`config.mk`:
```
export PLATFORM = sky130hd
export DESIGN_NAME = ymodem_packet_receiver
export DESIGN_NICKNAME = d
export VERILOG_FILES = /design/src/rtl/ymr_pkg.sv /design/src/rtl/ymr_fifo.sv /design/src/rtl/ymr_front.sv /design/src/rtl/ymr_back.sv /design/src/rtl/ymodem_packet_receiver.sv
export SDC_FILE = /design/constraint.sdc
export NUM_CORES = 1
export LEC_CHECK = 0
export BUFFER_PORTS_ARGS = -buffer_cell sky130_fd_sc_hd__buf_2
export CAP_MARGIN = 20
export CORE_ASPECT_RATIO = 1.25
export CORE_UTILIZATION = 30
export DETAILED_ROUTE_END_ITERATION = 8
export GPL_TIMING_DRIVEN = 0
export PLACE_DENSITY_LB_ADDON = 0.2
export SKIP_CTS_REPAIR_TIMING = 1
export SLEW_MARGIN = 15
export SYNTH_ARGS = -nofsm -noshare
export SYNTH_HDL_FRONTEND = slang
export SYNTH_HIERARCHICAL = 1
export SYNTH_SLANG_ARGS = --single-unit
```
`constraint.sdc`:
```
create_clock -name clk_i -period 8.1 [get_ports clk_i]
set_input_delay 2.025 -clock clk_i [delete_from_list [all_inputs] [get_ports clk_i]]
set_output_delay 2.025 -clock clk_i [all_outputs]
set_load 0.01 [all_outputs]
```
`src/rtl/ymr_pkg.sv`:
```
package ymr_pkg;

  // Default frame geometry and register reset values
  localparam int unsigned DATA_BYTES    = 128;
  localparam int unsigned QUEUE_DEPTH   = 2;
  localparam logic [15:0] TIMEOUT_RESET = 16'd1000;
  localparam logic [15:0] CANCEL_RESET  = 16'd100;
  localparam int unsigned CFG_DATA_W    = 16;
  localparam int unsigned CFG_INDEX_W   = 1;

  // Protocol bytes
  localparam logic [7:0] BYTE_SOH = 8'h01;
  localparam logic [7:0] BYTE_EOT = 8'h04;
  localparam logic [7:0] BYTE_CAN = 8'h18;

  localparam logic [15:0] CRC_POLY = 16'h1021;

  typedef enum logic [1:0] {
    OP_BYTE    = 2'd0,
    OP_TICK    = 2'd1,
    OP_SESSION = 2'd2
  } ymr_op_e;

  typedef enum logic [CFG_INDEX_W-1:0] {
    REG_PACKET_TIMEOUT = 1'b0,
    REG_CANCEL_WAIT    = 1'b1
  } ymr_reg_e;

  typedef enum logic [2:0] {
    ST_OK      = 3'd0,
    ST_TIMEOUT = 3'd1,
    ST_EOT     = 3'd2,
    ST_CANCEL  = 3'd3,
    ST_ERROR   = 3'd4,
    ST_SEQ     = 3'd5,
    ST_CRC     = 3'd6
  } ymr_status_e;

  typedef enum logic [1:0] {
    PH_HEADER = 2'd0,
    PH_BODY   = 2'd1,
    PH_CAN    = 2'd2
  } ymr_phase_e;

  typedef enum logic [1:0] {
    CMD_BYTE    = 2'd0,
    CMD_TICK    = 2'd1,
    CMD_SESSION = 2'd2
  } ymr_cmd_e;

  typedef struct packed {
    logic [1:0] operation;
    logic [7:0] rx_byte;
  } ymr_in_t;

  typedef struct packed {
    logic        result_kind;
    logic [7:0]  payload_byte;
    ymr_status_e status_code;
    logic [7:0]  block_number;
  } ymr_out_t;

  // Classified item handed from the front to the engine
  typedef struct packed {
    ymr_cmd_e   kind;
    logic [7:0] rx_byte;
    logic       is_soh;
    logic       is_eot;
    logic       is_can;
  } ymr_cmd_t;

  localparam int unsigned CMD_W = $bits(ymr_cmd_t);
  localparam int unsigned OUT_W = $bits(ymr_out_t);

  // CRC-16/XMODEM over one byte, MSB first
  function automatic logic [15:0] crc_byte(logic [15:0] crc_in, logic [7:0] b);
    logic [15:0] c;
    c = crc_in ^ {b, 8'h00};
    for (int i = 0; i < 8; i++) begin
      if (c[15]) begin
        c = {c[14:0], 1'b0} ^ CRC_POLY;
      end else begin
        c = {c[14:0], 1'b0};
      end
    end
    return c;
  endfunction

endpackage

```
`src/rtl/ymr_fifo.sv`:
```
module ymr_fifo #(
  parameter int unsigned Width = 8,
  parameter int unsigned Depth = 2
) (
  input  logic             clk_i,
  input  logic             rst_ni,
  input  logic             push_i,
  input  logic [Width-1:0] wdata_i,
  output logic             full_o,
  input  logic             pop_i,
  output logic [Width-1:0] rdata_o,
  output logic             empty_o
);

  localparam int unsigned PtrW = (Depth > 1) ? $clog2(Depth) : 1;
  localparam int unsigned CntW = $clog2(Depth + 1);

  logic [Width-1:0] mem_q [Depth];
  logic [PtrW-1:0]  wptr_q, wptr_d, rptr_q, rptr_d;
  logic [CntW-1:0]  cnt_q, cnt_d;
  logic             do_push, do_pop;

  assign full_o  = (cnt_q == CntW'(Depth));
  assign empty_o = (cnt_q == '0);
  assign do_push = push_i && !full_o;
  assign do_pop  = pop_i && !empty_o;
  assign rdata_o = mem_q[rptr_q];

  always_comb begin
    wptr_d = wptr_q;
    rptr_d = rptr_q;
    cnt_d  = cnt_q;
    if (do_push) begin
      wptr_d = (wptr_q == PtrW'(Depth - 1)) ? '0 : wptr_q + 1'b1;
    end
    if (do_pop) begin
      rptr_d = (rptr_q == PtrW'(Depth - 1)) ? '0 : rptr_q + 1'b1;
    end
    if (do_push && !do_pop) begin
      cnt_d = cnt_q + 1'b1;
    end else if (do_pop && !do_push) begin
      cnt_d = cnt_q - 1'b1;
    end
  end

  always_ff @(posedge clk_i or negedge rst_ni) begin
    if (!rst_ni) begin
      wptr_q <= '0;
      rptr_q <= '0;
      cnt_q  <= '0;
    end else begin
      wptr_q <= wptr_d;
      rptr_q <= rptr_d;
      cnt_q  <= cnt_d;
    end
  end

  always_ff @(posedge clk_i) begin
    if (do_push) begin
      mem_q[wptr_q] <= wdata_i;
    end
  end

endmodule

```
`src/rtl/ymr_front.sv`:
```
module ymr_front (
  input  ymr_pkg::ymr_in_t  item_i,
  output logic              cmd_valid_o,
  output ymr_pkg::ymr_cmd_t cmd_o
);

  // Decode operation and pre-classify the header bytes
  always_comb begin
    cmd_valid_o    = 1'b1;
    cmd_o.rx_byte  = item_i.rx_byte;
    cmd_o.is_soh   = (item_i.rx_byte == ymr_pkg::BYTE_SOH);
    cmd_o.is_eot   = (item_i.rx_byte == ymr_pkg::BYTE_EOT);
    cmd_o.is_can   = (item_i.rx_byte == ymr_pkg::BYTE_CAN);
    cmd_o.kind     = ymr_pkg::CMD_BYTE;
    unique case (item_i.operation)
      ymr_pkg::OP_BYTE:    cmd_o.kind = ymr_pkg::CMD_BYTE;
      ymr_pkg::OP_TICK:    cmd_o.kind = ymr_pkg::CMD_TICK;
      ymr_pkg::OP_SESSION: cmd_o.kind = ymr_pkg::CMD_SESSION;
      default:             cmd_valid_o = 1'b0;  // unused code is dropped
    endcase
  end

endmodule

```
`src/rtl/ymr_back.sv`:
```
module ymr_back #(
  parameter int unsigned DataBytes = ymr_pkg::DATA_BYTES
) (
  input  logic                                 clk_i,
  input  logic                                 rst_ni,
  input  logic                                 cfg_we_i,
  input  logic [ymr_pkg::CFG_INDEX_W-1:0]      cfg_index_i,
  input  logic [ymr_pkg::CFG_DATA_W-1:0]       cfg_wdata_i,
  input  logic                                 cmd_empty_i,
  input  ymr_pkg::ymr_cmd_t                    cmd_i,
  output logic                                 cmd_pop_o,
  input  logic                                 res_full_i,
  output logic                                 res_push_o,
  output ymr_pkg::ymr_out_t                    res_o
);

  localparam int unsigned PosW = $clog2(DataBytes + 5);
  localparam logic [PosW-1:0] PosSeen  = PosW'(1);
  localparam logic [PosW-1:0] PosInv   = PosW'(2);
  localparam logic [PosW-1:0] PosCrcHi = PosW'(DataBytes + 3);
  localparam logic [PosW-1:0] PosCrcLo = PosW'(DataBytes + 4);

  logic [15:0] timeout_q, cancel_q;

  ymr_pkg::ymr_phase_e phase_q, phase_d;
  logic [PosW-1:0] pos_q, pos_d;
  logic [7:0]  expected_q, expected_d;
  logic [7:0]  seen_q, seen_d;
  logic        inv_ok_q, inv_ok_d;
  logic [15:0] crc_q, crc_d;
  logic [7:0]  sum_q, sum_d;
  logic        matched_q, matched_d;
  logic [7:0]  crc_hi_q, crc_hi_d;
  logic [15:0] elapsed_q, elapsed_d;

  logic        fire, clear, start_body, start_can, emit, seq_bad;
  logic [15:0] elapsed_inc;
  ymr_pkg::ymr_status_e code;

  assign fire      = !cmd_empty_i && !res_full_i;
  assign cmd_pop_o = fire;

  // Datapath and result
  always_comb begin
    pos_d       = pos_q;
    expected_d  = expected_q;
    seen_d      = seen_q;
    inv_ok_d    = inv_ok_q;
    crc_d       = crc_q;
    sum_d       = sum_q;
    matched_d   = matched_q;
    crc_hi_d    = crc_hi_q;
    elapsed_d   = elapsed_q;
    clear       = 1'b0;
    start_body  = 1'b0;
    start_can   = 1'b0;
    emit        = 1'b0;
    code        = ymr_pkg::ST_OK;
    res_push_o  = 1'b0;
    res_o       = '0;
    elapsed_inc = (elapsed_q == 16'hFFFF) ? elapsed_q : elapsed_q + 16'd1;
    seq_bad     = (seen_q != expected_q) || !inv_ok_q;

    if (fire) begin
      unique case (cmd_i.kind)
        ymr_pkg::CMD_SESSION: begin
          clear      = 1'b1;
          expected_d = '0;
        end
        ymr_pkg::CMD_TICK: begin
          elapsed_d = elapsed_inc;
          if (phase_q == ymr_pkg::PH_CAN) begin
            if (elapsed_inc >= cancel_q) begin
              emit = 1'b1;
              code = ymr_pkg::ST_ERROR;
            end
          end else if (elapsed_inc >= timeout_q) begin
            emit = 1'b1;
            // only the CRC low byte missing: judge on checksum alone
            if (phase_q == ymr_pkg::PH_BODY && pos_q == PosCrcLo) begin
              code = seq_bad ? ymr_pkg::ST_SEQ :
                     matched_q ? ymr_pkg::ST_OK : ymr_pkg::ST_CRC;
            end else begin
              code = ymr_pkg::ST_TIMEOUT;
            end
          end
        end
        default: begin  // received byte
          unique case (phase_q)
            ymr_pkg::PH_HEADER: begin
              if (cmd_i.is_soh) begin
                start_body = 1'b1;
                pos_d      = PosSeen;
                elapsed_d  = '0;
              end else if (cmd_i.is_eot) begin
                emit = 1'b1;
                code = ymr_pkg::ST_EOT;
              end else if (cmd_i.is_can) begin
                start_can = 1'b1;
                elapsed_d = '0;
              end else begin
                emit = 1'b1;
                code = ymr_pkg::ST_ERROR;
              end
            end
            ymr_pkg::PH_CAN: begin
              emit = 1'b1;
              code = cmd_i.is_can ? ymr_pkg::ST_CANCEL : ymr_pkg::ST_ERROR;
            end
            default: begin  // frame body
              if (pos_q == PosSeen) begin
                seen_d = cmd_i.rx_byte;
                pos_d  = PosInv;
              end else if (pos_q == PosInv) begin
                inv_ok_d = (8'(seen_q + cmd_i.rx_byte) == 8'hFF);
                pos_d    = pos_q + 1'b1;
              end else if (pos_q < PosCrcHi) begin
                crc_d              = ymr_pkg::crc_byte(crc_q, cmd_i.rx_byte);
                sum_d              = sum_q + cmd_i.rx_byte;
                pos_d              = pos_q + 1'b1;
                res_push_o         = 1'b1;
                res_o.result_kind  = 1'b0;
                res_o.payload_byte = cmd_i.rx_byte;
                res_o.status_code  = ymr_pkg::ST_OK;
                res_o.block_number = expected_q;
              end else if (pos_q == PosCrcHi) begin
                crc_hi_d  = cmd_i.rx_byte;
                matched_d = (sum_q == cmd_i.rx_byte);
                pos_d     = pos_q + 1'b1;
              end else begin
                emit = 1'b1;
                code = seq_bad ? ymr_pkg::ST_SEQ :
                       ((crc_q == {crc_hi_q, cmd_i.rx_byte}) || matched_q) ?
                       ymr_pkg::ST_OK : ymr_pkg::ST_CRC;
              end
            end
          endcase
        end
      endcase
    end

    if (emit) begin
      clear              = 1'b1;
      res_push_o         = 1'b1;
      res_o.result_kind  = 1'b1;
      res_o.payload_byte = '0;
      res_o.status_code  = code;
      res_o.block_number = expected_q;
      if (code == ymr_pkg::ST_OK) begin
        expected_d = expected_q + 8'd1;
      end
    end

    if (clear) begin
      pos_d     = '0;
      seen_d    = '0;
      inv_ok_d  = 1'b0;
      crc_d     = '0;
      sum_d     = '0;
      matched_d = 1'b0;
      crc_hi_d  = '0;
      elapsed_d = '0;
    end
  end

  // Phase next state
  always_comb begin
    phase_d = phase_q;
    if (clear) begin
      phase_d = ymr_pkg::PH_HEADER;
    end else if (start_body) begin
      phase_d = ymr_pkg::PH_BODY;
    end else if (start_can) begin
      phase_d = ymr_pkg::PH_CAN;
    end
  end

  always_ff @(posedge clk_i or negedge rst_ni) begin
    if (!rst_ni) begin
      timeout_q <= ymr_pkg::TIMEOUT_RESET;
      cancel_q  <= ymr_pkg::CANCEL_RESET;
    end else if (cfg_we_i) begin
      unique case (cfg_index_i)
        ymr_pkg::REG_PACKET_TIMEOUT: timeout_q <= cfg_wdata_i;
        ymr_pkg::REG_CANCEL_WAIT:    cancel_q  <= cfg_wdata_i;
        default: ;
      endcase
    end
  end

  always_ff @(posedge clk_i or negedge rst_ni) begin
    if (!rst_ni) begin
      phase_q    <= ymr_pkg::PH_HEADER;
      pos_q      <= '0;
      expected_q <= '0;
      seen_q     <= '0;
      inv_ok_q   <= 1'b0;
      crc_q      <= '0;
      sum_q      <= '0;
      matched_q  <= 1'b0;
      crc_hi_q   <= '0;
      elapsed_q  <= '0;
    end else begin
      phase_q    <= phase_d;
      pos_q      <= pos_d;
      expected_q <= expected_d;
      seen_q     <= seen_d;
      inv_ok_q   <= inv_ok_d;
      crc_q      <= crc_d;
      sum_q      <= sum_d;
      matched_q  <= matched_d;
      crc_hi_q   <= crc_hi_d;
      elapsed_q  <= elapsed_d;
    end
  end

endmodule

```
`src/rtl/ymodem_packet_receiver.sv`:
```
// YMODEM receiver for 128-byte SOH packets. Feed it received UART bytes,
// one-millisecond ticks and new-session requests through the push side; it
// hands back one transaction per data byte (passed through as it arrives)
// and one status transaction that closes every packet attempt (OK, timeout,
// end of transfer, cancel, error, sequence error, CRC error). Keep the data
// bytes of a packet only when its status is OK. A packet passes on a
// CRC-16/XMODEM match, or failing that on an 8-bit checksum taken from the
// CRC high byte. Throughput is one transaction per clock: the front decodes
// each item into a 2-entry command queue, the engine retires one command a
// cycle (byte-wide CRC unrolled in one step) into a 2-entry result queue.
// A result is registered in the command queue, then in the result queue,
// before it reaches the outputs. The engine stalls only while the result
// queue is full. The user must write the timeout registers only while the
// block is idle (not enforced by the block); reset needs no clearing pass.
module ymodem_packet_receiver #(
  parameter int unsigned DataBytes  = ymr_pkg::DATA_BYTES,
  parameter int unsigned QueueDepth = ymr_pkg::QUEUE_DEPTH
) (
  input  logic                            clk_i,
  input  logic                            rst_ni,
  // input queue side
  input  logic                            push,
  output logic                            full,
  input  ymr_pkg::ymr_in_t                in_i,
  // result queue side
  output logic                            empty,
  input  logic                            pop,
  output ymr_pkg::ymr_out_t               out_o,
  // register writes
  input  logic                            cfg_we_i,
  input  logic [ymr_pkg::CFG_INDEX_W-1:0] cfg_index_i,
  input  logic [ymr_pkg::CFG_DATA_W-1:0]  cfg_wdata_i
);

  logic              cmd_valid, cmd_push, cmd_full, cmd_empty, cmd_pop;
  ymr_pkg::ymr_cmd_t cmd_in, cmd_out;
  logic              res_push, res_full;
  ymr_pkg::ymr_out_t res;

  // Front: decode operation, drop the unused code
  ymr_front u_front (
    .item_i      (in_i),
    .cmd_valid_o (cmd_valid),
    .cmd_o       (cmd_in)
  );

  // Accept whenever the command queue has room; invalid codes vanish here
  assign full     = cmd_full;
  assign cmd_push = push && cmd_valid;

  ymr_fifo #(
    .Width (ymr_pkg::CMD_W),
    .Depth (QueueDepth)
  ) u_cmd_fifo (
    .clk_i   (clk_i),
    .rst_ni  (rst_ni),
    .push_i  (cmd_push),
    .wdata_i (cmd_in),
    .full_o  (cmd_full),
    .pop_i   (cmd_pop),
    .rdata_o (cmd_out),
    .empty_o (cmd_empty)
  );

  // Engine: framing, CRC/checksum, block sequencing, timers
  ymr_back #(
    .DataBytes (DataBytes)
  ) u_back (
    .clk_i       (clk_i),
    .rst_ni      (rst_ni),
    .cfg_we_i    (cfg_we_i),
    .cfg_index_i (cfg_index_i),
    .cfg_wdata_i (cfg_wdata_i),
    .cmd_empty_i (cmd_empty),
    .cmd_i       (cmd_out),
    .cmd_pop_o   (cmd_pop),
    .res_full_i  (res_full),
    .res_push_o  (res_push),
    .res_o       (res)
  );

  // Result queue decouples the consumer from the engine
  ymr_fifo #(
    .Width (ymr_pkg::OUT_W),
    .Depth (QueueDepth)
  ) u_res_fifo (
    .clk_i   (clk_i),
    .rst_ni  (rst_ni),
    .push_i  (res_push),
    .wdata_i (res),
    .full_o  (res_full),
    .pop_i   (pop),
    .rdata_o (out_o),
    .empty_o (empty)
  );

endmodule

```
==> metrics.md, run 1 <==
| Metric | Value |
|---|---|
| Final period util | `74.0%` |
| Least-Margin Pin Slew | `1030 ps` |
| Data arrival time at the worst-slack endpoint | `6050 ps` |
| Via density per instance | `4.82` |
| Cell row count | `74` |
| Count of mapped cells out of synthesis | `967` |
| Port buffer count | `53` |
| Number of distinct standard cells referenced by the synthesized netlist | `72` |
| Detailed-route wire length | `23.7 mm` |
| Post-CTS clock slew at the launch and capture registers of the worst setup and hold paths | `80 ps` |
| Critical Path Sink Type | `flip-flop` |
| Layout fillers | `3316` |
| CTS tree | `built` |
| Worst clock skew on the final layout | `16.3 ps` |
| Clock Path Buffers | `2` |
| Launching element type of the critical path | `flip-flop` |
| TritonCTS buffer count | `17` |
| Vias | `7095` |
| Aggregate global-route resource usage | `14.3%` |
| Maximum capacitance violations | `0` |
| Final Hold Viols | `0` |
| Critical Setup Path Class | `reg2reg` |
| Synth-to-Final Area Change | `14.1%` |
| Cell Pwr Density | `327 nW/um2` |
| Post-Syn Area per Cell | `10.5 um2` |
| Worst supply voltage drop on vdd | `0.000153 V` |
| Overall die width | `166 um` |
| CTS H-Tree Depth | `4` |
| Netlist Area Pre-Place | `10100 um2` |
| Post-synthesis net count | `1057` |
| HPWL after detailed placement | `17.2 mm` |
| Setup repair after global routing missed its margin | `false` |
| F_max | `167 MHz` |
| Clock net sink count | `182` |
| I/O pin cnt | `54` |
| Antenna violations before repair | `0` |
| Tmin final | `6000 ps` |
| CP required | `8150 ps` |
| Global-route wire length before repair | `38.5 mm` |
| Dominant synthesized flop cell | `sky130_fd_sc_hd__dfrtp_1` |
| Antenna Cells | `0` |
| Die ar. | `34600 um2` |
| NumNets Final | `1132` |
| Number of synthesized register bits | `182` |
| Ys async rst share | `63.7%` |
| Cell-by-cell listing of the critical path | `and4_1, nand4_1, nor4_1, nor2_1, and3_1, xor2_1, ha_1, a21oi_1, o21ai_0, a2111oi_0, o41ai_2, a31o_2, nor2_1, inv_1, and3_1` |
| Slew Limit Fails | `0` |
| Outcome | `finished, violations left` |
| Sequential share of the synthesized area | `48.3%` |
| DRC marker count from the first detailed-route iteration | `393` |
| Final RePlAce weighted congestion | `0.784` |
| Yosys Warn Count | `6` |
| Aggregate negative setup slack | `0 ps` |
| Residual overflow from global routing | `0` |
| Core outline area | `33000 um2` |
| Highest cell delay on the worst timing path | `930 ps` |
| Floorplan die height | `208 um` |
| Final Setup Violations | `0` |
| Router iterations before antenna repair | `7` |
| Post-detailed-placement cell area | `11000 um2` |
| Largest net degree at the start of global routing | `62` |
| Number of enable flip-flop cells after synthesis | `66` |
| Final design instance area without fill | `11600 um2` |
| Antenna-violating nets left | `0` |
| Min-Delay Path Class | `reg2reg` |
| Fraction of layout instances using a drive strength above 1 | `15.0%` |
| Lkg Pwr | `5.00 nW` |
| Violations in the final reports | `design-rule violations` |
| Via count of the first global-routing pass | `7187` |
| Clk_lat worst skew | `450 ps` |
| Critical-path cell with the highest stage delay | `sky130_fd_sc_hd__nor4_1` |
| Starting density of the core | `30.8%` |
| Relative slew margins | `30.5%` |
| Number of DRC violations after detailed routing | `5` |
| Post-detailed-route wirelength per cell | `16.1 um` |
| CP max FO | `20` |
| Master cell of the clock root buffer | `sky130_fd_sc_hd__clkbuf_16` |
state kept, by name (all words and copies together) (netlist names), 2 cells and up:
register,cells
u_back/cancel_q,16
u_back/crc_hi_q,8
u_back/crc_q,16
u_back/elapsed_q,16
u_back/expected_q,8
u_back/phase_q,2
u_back/pos_q,8
u_back/seen_q,8
u_back/sum_q,8
u_back/timeout_q,16
u_cmd_fifo/cnt_q,2
u_cmd_fifo/mem_q,26
u_res_fifo/cnt_q,2
u_res_fifo/mem_q,40
worst paths after layout:
path | startpoint | endpoint | depth (start not counted) | slack [ps]
setup / recovery | u_back/elapsed_q[4] | u_res_fifo/mem_q[1][17] | 15 | 2100
hold / removal | u_cmd_fifo/wptr_q | u_cmd_fifo/wptr_q | 1 | 500
setup reg to reg | u_back/elapsed_q[4] | u_res_fifo/mem_q[1][17] | 15 | 2100
hold reg to reg | u_cmd_fifo/wptr_q | u_cmd_fifo/wptr_q | 1 | 500
max in group asynchronous | rst_ni | u_back/sum_q[1] | 2 | 5790
min in group asynchronous | rst_ni | u_back/cancel_q[0] | 1 | 1560
cell type report:
cell class,count,area (um2),share of cell area [%]
clock inverters,14,153,1.32
repair buffers,56,322,2.78
multi-input cells,691,4850,41.9
plain buffers,42,215,1.86
inverters,52,195,1.69
clock buffers,18,429,3.71
well taps,418,523,4.52
flip-flops and latches,182,4900,42.3
routing by layer:
metal  GRT usage, %  vias up  share of wire [%]
met2           24.8      100                 49
li1               -     3543                  -
met3           2.73       15                2.8
met4           4.73        0                1.4
met5              0        -                  0
met1           17.8     3437                 46
through the flow:
step	hold WS, ps	worst slack [ps]	util, %	power [W]	instances
3_5_place_dp	489	1990	33.3	0.00299	1441
2_1_floorplan	461	3180	-	0.00248	967
3_3_place_gp	477	1560	33.2	0.00297	1438
4_1_cts	505	2020	35.1	0.00384	1473
6_report	499	2100	35.1	0.00378	1473
5_1_grt	521	1500	35.1	0.00405	1473
kinds of logic (layout without fill, tap and decap cells):
logic type,Yosys count,count (layout),synth area share (%)
xor+xnor,84,84,7.25
simple gates,321,321,15.5
buf+inv,94,182,4.05
compound gates,165,165,10.5
mux,63,63,7.17
flops,182,182,48.3
fa+ha+maj,58,58,7.30
cells in the final DEF (no fill, tap or decap), types with 17 or more instances in the layout:
cell,netlist,layout
sky130_fd_sc_hd__buf_2,1,53
sky130_fd_sc_hd__a21oi_1,52,52
sky130_fd_sc_hd__ha_1,56,56
sky130_fd_sc_hd__nand3_1,19,19
sky130_fd_sc_hd__xnor2_1,51,51
sky130_fd_sc_hd__mux2_2,18,18
sky130_fd_sc_hd__nor2_1,66,65
sky130_fd_sc_hd__and3_1,17,17
sky130_fd_sc_hd__dfrtp_1,107,107
sky130_fd_sc_hd__edfxtp_1,66,66
sky130_fd_sc_hd__nand2_1,119,119
sky130_fd_sc_hd__clkbuf_1,26,27
sky130_fd_sc_hd__mux2_1,23,23
sky130_fd_sc_hd__o21ai_0,44,44
sky130_fd_sc_hd__xor2_1,33,33
sky130_fd_sc_hd__inv_1,51,51
sky130_fd_sc_hd__clkbuf_16,0,17
power by group:
part	switching (W)	total (W)	internal (W)
clock network	0.000413	0.000828	0.000415
logic	0.00103	0.00166	0.000630
registers	0.000119	0.00130	0.00118
critical path: cells and delay by family (launching register included):
family / cells / cell delay, ps
XOR/XNOR: 1 / 230
buffers and inverters: 1 / 120
AO/OA/AOI/OAI: 5 / 1570
flip-flops: 1 / 430
adder cells (fa/ha/maj): 1 / 300
AND/OR/NAND/NOR: 7 / 2910
cell usage after synthesis (23+ instances only):
master | count | area (um2)
sky130_fd_sc_hd__nor2_1 | 66 | 248
sky130_fd_sc_hd__o21ai_0 | 44 | 220
sky130_fd_sc_hd__xor2_1 | 33 | 289
sky130_fd_sc_hd__clkbuf_1 | 26 | 97.6
sky130_fd_sc_hd__inv_1 | 51 | 191
sky130_fd_sc_hd__dfrtp_1 | 107 | 2680
sky130_fd_sc_hd__edfxtp_1 | 66 | 1980
sky130_fd_sc_hd__a21oi_1 | 52 | 260
sky130_fd_sc_hd__xnor2_1 | 51 | 447
sky130_fd_sc_hd__ha_1 | 56 | 701
sky130_fd_sc_hd__mux2_1 | 23 | 259
sky130_fd_sc_hd__nand2_1 | 119 | 447
No activity file was read; power rests on OpenSTA's default activity.
==> run 2, diff against run 1 <==
==> constraint.sdc (replaced) <==
create_clock -name clk_i -period 6.15 [get_ports clk_i]
set_input_delay 1.5375 -clock clk_i [delete_from_list [all_inputs] [get_ports clk_i]]
set_output_delay 1.5375 -clock clk_i [all_outputs]
set_load 0.01 [all_outputs]
==> run 2 against run 1 <==
  * The run still ends with design-rule violations left
  * Power increased by 32%
  * Via count increased by 0.31%
  * Critical path depth unchanged
  * Largest power group unchanged
  * Critical path type unchanged
  * Critical endpoint unchanged
==> metrics.md, run 2 (synthesized netlist as in run 1, its figures left out) <==
| Metric | Value |
|---|---|
| Outcome | `finished, violations left` |
| Violations in the final reports | `design-rule violations` |
| Finished Core Util | `35.2% (about the same)` |
| Clk_lat worst skew | `450 ps (about the same)` |
| Most common cell after layout, fill and taps aside | `sky130_fd_sc_hd__nand2_1` |
| NumNets Final | `1132 (unchanged)` |
| Clock Path Buffers | `2 (unchanged)` |
| Cell-by-cell listing of the critical path | `and4_1, nand4_1, nor4_2, nor2_1, and3_1, xor2_1, ha_1, a21oi_1, o21ai_0, a2111oi_0, o41ai_2, a31o_2, nor2_2, inv_1, and3_1` |
| Part of the total power dissipated in the clock network | `21.9% (about the same)` |
| Vias | `7117 (+0.31%)` |
| Critical-path cell with the highest stage delay | `sky130_fd_sc_hd__nor4_2` |
| Largest net degree at the start of global routing | `62 (unchanged)` |
| Combined area of the multi-input logic cells | `4850 um2 (+0.18%)` |
| Commonest cells after routing, fill and taps aside | `sky130_fd_sc_hd__nand2_1, sky130_fd_sc_hd__dfrtp_1, sky130_fd_sc_hd__edfxtp_1` |
| Flip-flop count of the largest register after layout | `40 (unchanged)` |
| Register area | `4900 um2 (unchanged)` |
| CTS tree | `built` |
| Relative contribution of combinational cells to total power | `43.8% (about the same)` |
| Final Setup Violations | `0 (unchanged)` |
| Lkg Pwr | `5.01 nW (about the same)` |
| F_max | `181 MHz (+8.4%)` |
| Residual overflow from global routing | `0 (unchanged)` |
| Worst-case setup slack after placement | `43.6 ps (-1950 ps)` |
| Final period util | `89.9% (+16 points)` |
| Critical Setup Path Class | `reg2reg` |
| Master cell of the clock root buffer | `sky130_fd_sc_hd__clkbuf_16` |
| Floorplan die height | `208 um (unchanged)` |
| Via density per instance | `4.83 (+0.31%)` |
| Launching element type of the critical path | `flip-flop` |
| Crit-path leading delay family | `simple AND/OR/NAND/NOR gates` |
| Largest register by flop count | `u_res_fifo/mem_q` |
| Design internal power | `0.00293 W (+32%)` |
| Starting density of the core | `30.8% (unchanged)` |
| Synth-to-Final Area Change | `14.2% (about the same)` |
| Final Hold Viols | `0 (unchanged)` |
| CP required | `6200 ps (-1950 ps)` |
| Antenna Cells | `0 (unchanged)` |
| Least-Margin Pin Slew | `993 ps (-40.6 ps)` |
| Final design instance area without fill | `11600 um2 (about the same)` |
| Aggregate global-route resource usage | `14.3% (unchanged)` |
| Clock net sink count | `182 (unchanged)` |
| Worst supply voltage drop on vdd | `0.000201 V (+32%)` |
| Cell row count | `74 (unchanged)` |
| Via count of the first global-routing pass | `7187 (unchanged)` |
| Detailed-route wire length | `23.8 mm (+0.20%)` |
| Router iterations before antenna repair | `6 (-1)` |
| Highest cell delay on the worst timing path | `660 ps (-270 ps)` |
| Core outline area | `33000 um2 (unchanged)` |
| Switching power share of the total | `41.2% (about the same)` |
| Min-Delay Path Class | `reg2reg` |
| Slew Limit Fails | `0 (unchanged)` |
| Overall die width | `166 um (unchanged)` |
| Post-detailed-route wirelength per cell | `16.1 um (+0.20%)` |
| Number of DRC violations after detailed routing | `5 (unchanged)` |
| CTS H-Tree Depth | `4 (unchanged)` |
| Sequential cell fraction of total power | `34.3% (about the same)` |
| Power dissipated by switching net loads | `0.00205 W (+32%)` |
| Data arrival time at the worst-slack endpoint | `5580 ps (-470 ps)` |
| Worst Setup Slack, final | `620 ps (-1480 ps)` |
| Layout fillers | `3315 (-0.030%)` |
| Buffer and inverter count on the worst path | `1 (unchanged)` |
| Final RePlAce weighted congestion | `0.784 (unchanged)` |
| Port buffer count | `53 (unchanged)` |
| Die ar. | `34600 um2 (unchanged)` |
| Antenna-violating nets left | `0 (unchanged)` |
| Relative slew margins | `33.8% (+3.3 points)` |
| CP max FO | `20 (unchanged)` |
| Worst clock skew on the final layout | `16.3 ps (+0.0279 ps)` |
| TritonCTS buffer count | `17 (unchanged)` |
| Fraction of layout instances using a drive strength above 1 | `15.2% (+0.19 points)` |
| HPWL after detailed placement | `17.2 mm (unchanged)` |
| Antenna violations before repair | `0 (unchanged)` |
| Setup repair after global routing missed its margin | `false` |
| Maximum capacitance violations | `0 (unchanged)` |
| Aggregate negative setup slack | `0 ps (unchanged)` |
| I/O pin cnt | `54 (unchanged)` |
| Hold slack final | `499 ps (-0.00100 ps)` |
| Crit path top cell by count | `sky130_fd_sc_hd__and3_1` |
| Post-detailed-placement cell area | `11000 um2 (unchanged)` |
| Global-route wire length before repair | `38.5 mm (unchanged)` |
| Critical Path Sink Type | `flip-flop` |
| DRC marker count from the first detailed-route iteration | `369 (-6.1%)` |
| Post-CTS clock slew at the launch and capture registers of the worst setup and hold paths | `80 ps (about the same)` |
| Tmin final | `5530 ps (-465 ps)` |
| Biggest regs | `u_res_fifo/mem_q (40), u_cmd_fifo/mem_q (26)` |
| Cell Pwr Density | `430 nW/um2 (+32%)` |
==> run 2: changes by cell type in the layout (fill, tap and decap cells not counted) <==
cell,previous run,this run
sky130_fd_sc_hd__nor2_1,65,64
sky130_fd_sc_hd__nor2_2,1,2
sky130_fd_sc_hd__nor4_1,7,6
sky130_fd_sc_hd__nor4_2,1,2
==> run 2: per-stage QoR <==
step / std cells / power [W]
after floorplan: 967 / 0.00327
after global placement: 1438 / 0.00391
after detailed placement: 1441 / 0.00394
after CTS: 1473 / 0.00506
after global routing: 1473 / 0.00534
final: 1473 / 0.00499
==> run 2: cell type report <==
cell class	count	area share [%]
flip-flops and latches	182	42.3
clock buffers	18	3.70
inverters	52	1.68
multi-input cells	691	41.9
repair buffers	56	2.78
plain buffers	42	1.86
well taps	418	4.51
clock inverters	14	1.32
==> run 2: path summary, 6_finish.rpt <==
path,startpoint,to,slack [ps],depth (start not counted)
max in group asynchronous,rst_ni,u_back/sum_q[1],4330,2
max,u_back/elapsed_q[4],u_res_fifo/mem_q[1][17],620,15
max reg2reg,u_back/elapsed_q[4],u_res_fifo/mem_q[1][17],620,15
min in group asynchronous,rst_ni,u_back/cancel_q[0],1070,1
min reg2reg,u_cmd_fifo/wptr_q,u_cmd_fifo/wptr_q,500,1
min,u_cmd_fifo/wptr_q,u_cmd_fifo/wptr_q,500,1
==> run 2: layer usage <==
| layer | GRT usage, % | wire length, um |
|---|---|---|
| met2 | 24.8 | 11700 |
| met3 | 2.73 | 644 |
| met4 | 4.73 | 329 |
| met1 | 17.8 | 11100 |
| met5 | 0 | 0 |
==> run 2: power by group through the flow <==
stage,clock network (W),logic (W),registers (W)
after floorplan,0,0.00157,0.00170
after global placement,0,0.00217,0.00173
after detailed placement,0,0.00220,0.00174
after CTS,0.00113,0.00221,0.00171
after global routing,0.00117,0.00243,0.00174
final,0.00109,0.00218,0.00171
==> run 2: worst register-to-register path, delay by kind of cell (launching register included) <==
family | cells | cell delay [ps]
xor+xnor | 1 | 240
fa+ha+maj | 1 | 300
flops | 1 | 440
buf+inv | 1 | 110
simple gates | 7 | 2460
compound gates | 5 | 1570
